<file path="src/sv/gb3_pkg.sv">
// ----------------------------------------------------------------------------
// gb3_pkg
// Shared types and constants of the 3x3 Gaussian blur block: result record,
// configuration register indexes and port widths.
// ----------------------------------------------------------------------------
package gb3_pkg;

  // configuration port
  localparam int CFG_IDX_W  = 2;
  localparam int CFG_DATA_W = 16;

  localparam logic [CFG_IDX_W-1:0] CFG_IMAGE_WIDTH   = 2'd0;
  localparam logic [CFG_IDX_W-1:0] CFG_IMAGE_HEIGHT  = 2'd1;
  localparam logic [CFG_IDX_W-1:0] CFG_CHANNEL_COUNT = 2'd2;

  // register reset values
  localparam int RST_IMAGE_WIDTH   = 640;
  localparam int RST_IMAGE_HEIGHT  = 480;
  localparam int RST_CHANNEL_COUNT = 3;

  // field widths
  localparam int SAMPLE_W = 8;
  localparam int OUT_X_W  = 11;
  localparam int ROW_W    = 16;
  localparam int CHAN_W   = 2;
  localparam int SUM_W    = 12;

  // one result transaction
  typedef struct packed {
    logic [SAMPLE_W-1:0] blurred;
    logic [OUT_X_W-1:0]  out_x;
    logic [ROW_W-1:0]    out_y;
    logic [CHAN_W-1:0]   out_channel;
    logic                frame_end;
  } result_t;

endpackage

</file>
<file path="src/sv/gb3_out_fifo.sv">
// ----------------------------------------------------------------------------
// gb3_out_fifo
// Two-entry result buffer between the compute stage and the result channel.
// Lets the compute stage finish every transaction without stalling.
// ----------------------------------------------------------------------------
module gb3_out_fifo (
  input  logic            clk,
  input  logic            rst_n,
  input  logic            push,
  input  gb3_pkg::result_t push_data,
  input  logic            out_ready,
  output logic            out_valid,
  output gb3_pkg::result_t out_data,
  output logic [1:0]      count
);
  import gb3_pkg::*;

  result_t    mem_r [2];
  logic       wr_ptr_r, wr_ptr_nxt;
  logic       rd_ptr_r, rd_ptr_nxt;
  logic [1:0] count_r, count_nxt;
  logic       pop;

  assign out_valid = (count_r != 2'd0);
  assign out_data  = mem_r[rd_ptr_r];
  assign count     = count_r;
  assign pop       = out_valid && out_ready;

  // advance pointers and occupancy
  always_comb begin
    wr_ptr_nxt = push ? ~wr_ptr_r : wr_ptr_r;
    rd_ptr_nxt = pop  ? ~rd_ptr_r : rd_ptr_r;
    count_nxt  = count_r + {1'b0, push} - {1'b0, pop};
  end

  always_ff @(posedge clk) begin
    if (!rst_n) begin
      wr_ptr_r <= 1'b0;
      rd_ptr_r <= 1'b0;
      count_r  <= 2'd0;
    end else begin
      wr_ptr_r <= wr_ptr_nxt;
      rd_ptr_r <= rd_ptr_nxt;
      count_r  <= count_nxt;
    end
  end

  // store entry
  always_ff @(posedge clk) begin
    if (push) begin
      mem_r[wr_ptr_r] <= push_data;
    end
  end

endmodule
</file>
<file path="config.mk">
export PLATFORM = sky130hd
export DESIGN_NAME = gb3_out_fifo
export DESIGN_NICKNAME = d
export VERILOG_FILES = /design/src/sv/gb3_pkg.sv /design/src/sv/gb3_out_fifo.sv
export SDC_FILE = /design/constraint.sdc
export NUM_CORES = 1
export LEC_CHECK = 0
export ABC_CLOCK_PERIOD_IN_PS = 2500
export BUFFER_PORTS_ARGS = -buffer_cell sky130_fd_sc_hd__clkbuf_2
export CAP_MARGIN = 20
export CORE_MARGIN = 3
export CORE_UTILIZATION = 40
export CTS_CLUSTER_DIAMETER = 200
export DETAILED_ROUTE_END_ITERATION = 12
export PLACE_DENSITY = 0.66
export SLEW_MARGIN = 20
export SYNTH_ARGS = -nofsm -noshare
export SYNTH_HDL_FRONTEND = slang
export SYNTH_SLANG_ARGS = --single-unit
</file>
<file path="constraint.sdc">
create_clock -name clk -period 2.5 [get_ports clk]
set_input_delay 0.5 -clock clk [delete_from_list [all_inputs] [get_ports clk]]
set_output_delay 0.5 -clock clk [all_outputs]
set_load 0.005 [all_outputs]
</file>
==> run metrics <==
Synth Area in Adders=0.817%; initial drt markers=37; largest net degree at the start of global routing=39; Hold Path Origin=push_data[13]; crit path cell chain=buf_12 -> mux2_2 -> clkbuf_2; GRT overflow=0; number of CTS-inserted buffers=9; final net count=276; outcome=completed; TNS Setup=0 ns; Vias=1536; row count=31; DR DRC count=0; HP Class=in -> reg; Clock Sinks=81; CTS Hold Bufs=0; CP Class=reg -> out; Worst path max stage delay=0.47 ns; Clock Latency Late Sink=0.33 ns; sw frac=23.4%; multiplexer area fraction after synthesis=17.1%; synth unique cells=16; # fillers=636; post-CTS resize count=0; final setup margin=0.443 ns; Placer Congestion=0.726; flop-to-flop setup slack=1.04 ns; Max VDD drop=0.556 mV; Logic pwr share=21.2%; worst slack at placement=0.775 ns; Max Clk Rate=486 MHz; stages on the worst setup path=3; H-tree depth=3; reg-to-reg critical path endpoint=count[1]; Syn Nets=184; Cells after Synth=140; Clk pwr share=27.2%; die area=8740 µm²; EDFF count, synth=76; CTS tree=done; Seq pwr share=51.5%; routed len/inst=14.9 µm; Main synth FF type=edfxtp_1; Ports=83; DR pass1 iterations=3; first-pass GRT wire length=7790 µm; PwrDens=838 nW/µm²; Slew @ Worst Pin=0.522 ns; maxcap violations=0; Startpoint Class=register; Setup Fix Bufs, Post-CTS=0; Synth async-reset ratio=0%; Area Growth Syn to Fin=23.8%; proportion of layout cells with a drive suffix above 1=58.9%; Critical Path End Type=output port; r2r worst-path depth=6; Yosys warning count=0; Worst Hold Path EP=mem_r[1][13]; Initial Utilization=41.8%; Post-Synth XOR/XNOR Area=0.736%; critical path arrival=1.56 ns; initial antenna violation count=0; GRT Resource Usage Total=11.9%; Clock Root Buffer=clkbuf_8; Post-Route WL=5000 µm; Synth Area in Simple Gates=1.55%; Compound-Gate Fraction of Synth Area=0.490%; fin crit share=82.3%; Req. time, crit path=2.00 ns; synthesized area=3060 µm²; # port buffers=82; switching power total=0.744 mW; vias in the first global route=1599; flop and latch count out of synthesis=81; register area share after synthesis=77.8%; main combinational cell family by area after synthesis=multiplexers; delay-heaviest family, CP=flip-flops; Die Y=93.5 µm; hold slack=0.349 ns; Clk pin slew, worst setup/hold paths=0.07 ns; RSZ-0062 raised after global routing=no; Worst Path Buf+Inv=2; Static Leak=1.49 nW; via density per instance=4.59; hold path depth=1; final count of hold timing violations=0; CTS max path bufs=2; antenna-violating nets left=0; Horiz. Die Dim=93.5 µm; CP max FO=30; Clock Skew=0.00375 ns; Mean Syn Cell Area=21.9 µm²; antenna cell count=0; Rel. slew slack=65.2%; Crit Reg-Reg Startpoint=count[1]; final setup violation count=0; fin crit period=2.06 ns; Slew Limit Fails=0; internal power=2.43 mW; slowest CP cell=dfxtp_2; Core Box Area=7330 µm²
[power by group through the flow]
stage / logic (mW) / registers, mW / clock network [mW]
after floorplan: 0.461 / 1.64 / 0
after global placement: 0.678 / 1.66 / 0
after global routing: 0.740 / 1.65 / 0.940
after CTS: 0.691 / 1.64 / 0.891
after detailed placement: 0.690 / 1.67 / 0
final: 0.675 / 1.64 / 0.865
[worst reg2reg max path, cell delays in order, from the launching register on]
cell	delay, ns
dfxtp_1	0.41
o21a_1	0.24
ha_1	0.25
inv_1	0.06
ha_1	0.14
xnor3_1	0.21
nor2b_1	0.10
[metal layers]
layer	global-route usage, %	share of wire (%)	vias up
met1	14.8	42	748
met5	0	0	-
met3	3.06	6.3	10
li1	-	-	726
met4	6.23	2.1	0
met2	19.2	49	52
[logic make-up after synthesis]
| logic type | count (synthesis) |
|---|---|
| AND/OR/NAND/NOR | 8 |
| buffers and inverters | 6 |
| adder cells (fa/ha/maj) | 2 |
| multiplexers | 40 |
| XOR/XNOR | 1 |
| AO/OA/AOI/OAI | 2 |
| flip-flops | 81 |
[layout make-up]
cell class	instances	area, µm²	area share, %
Sequential cell	81	2380	62.9
Multi-Input combinational cell	53	642	16.9
Timing Repair Buffer	85	458	12.1
Clock buffer	10	128	3.37
Tap cell	99	124	3.27
Clock inverter	5	47.5	1.25
Inverter	2	7.51	0.198
[worst max-delay path by stage]
stage / startpoint / to / slack (ns)
6_report: register / out_data[3] / 0.44
3_5_place_dp: register / out_data[3] / 0.77
4_1_cts: register / out_data[3] / 0.40
2_1_floorplan: push / mem_r[0][0] / 0.55
3_3_place_gp: register / out_data[4] / 0.80
5_1_grt: register / out_data[3] / 0.36
[cells in the final DEF, fill, tap and decap left out, drive strengths merged]
cell type,n
o21a,2
xnor3,1
inv,2
edfxtp,76
dfxtp,5
nand2b,1
bufinv,1
or2,1
mux2i,2
nor2b,3
clkbuf,92
buf,3
ha,2
clkinv,4
and2,2
mux2,38
nand2,1
[synthesized netlist by cell type (2+ instances only)]
master | n | area [µm²]
and2_1 | 2 | 12.5
buf_6 | 3 | 33.8
dfxtp_1 | 5 | 100
edfxtp_1 | 76 | 2280
ha_1 | 2 | 25.0
inv_1 | 2 | 7.51
mux2_2 | 18 | 203
mux2_4 | 20 | 300
mux2i_1 | 2 | 20.0
nor2b_1 | 3 | 18.8
o21a_1 | 2 | 15.0
[state kept, by name, summed over array words and instances, names as in the netlist, named ones only]
register	flops
rd_ptr_r	1
mem_r	76
count	2
wr_ptr_r	1
[metrics by stage]
| step | instance area, µm² | total power, mW | util (%) | instances |
|---|---|---|---|---|
| 4_1_cts | 3790 | 3.22 | 51.7 | 335 |
| 3_5_place_dp | 3610 | 2.36 | 49.3 | 320 |
| 3_3_place_gp | 3610 | 2.34 | 49.3 | 320 |
| 6_report | 3790 | 3.18 | 51.7 | 335 |
| 2_1_floorplan | 3060 | 2.10 | - | 140 |
| 5_1_grt | 3790 | 3.33 | 51.7 | 335 |
Power figures use the tool's default switching activity.
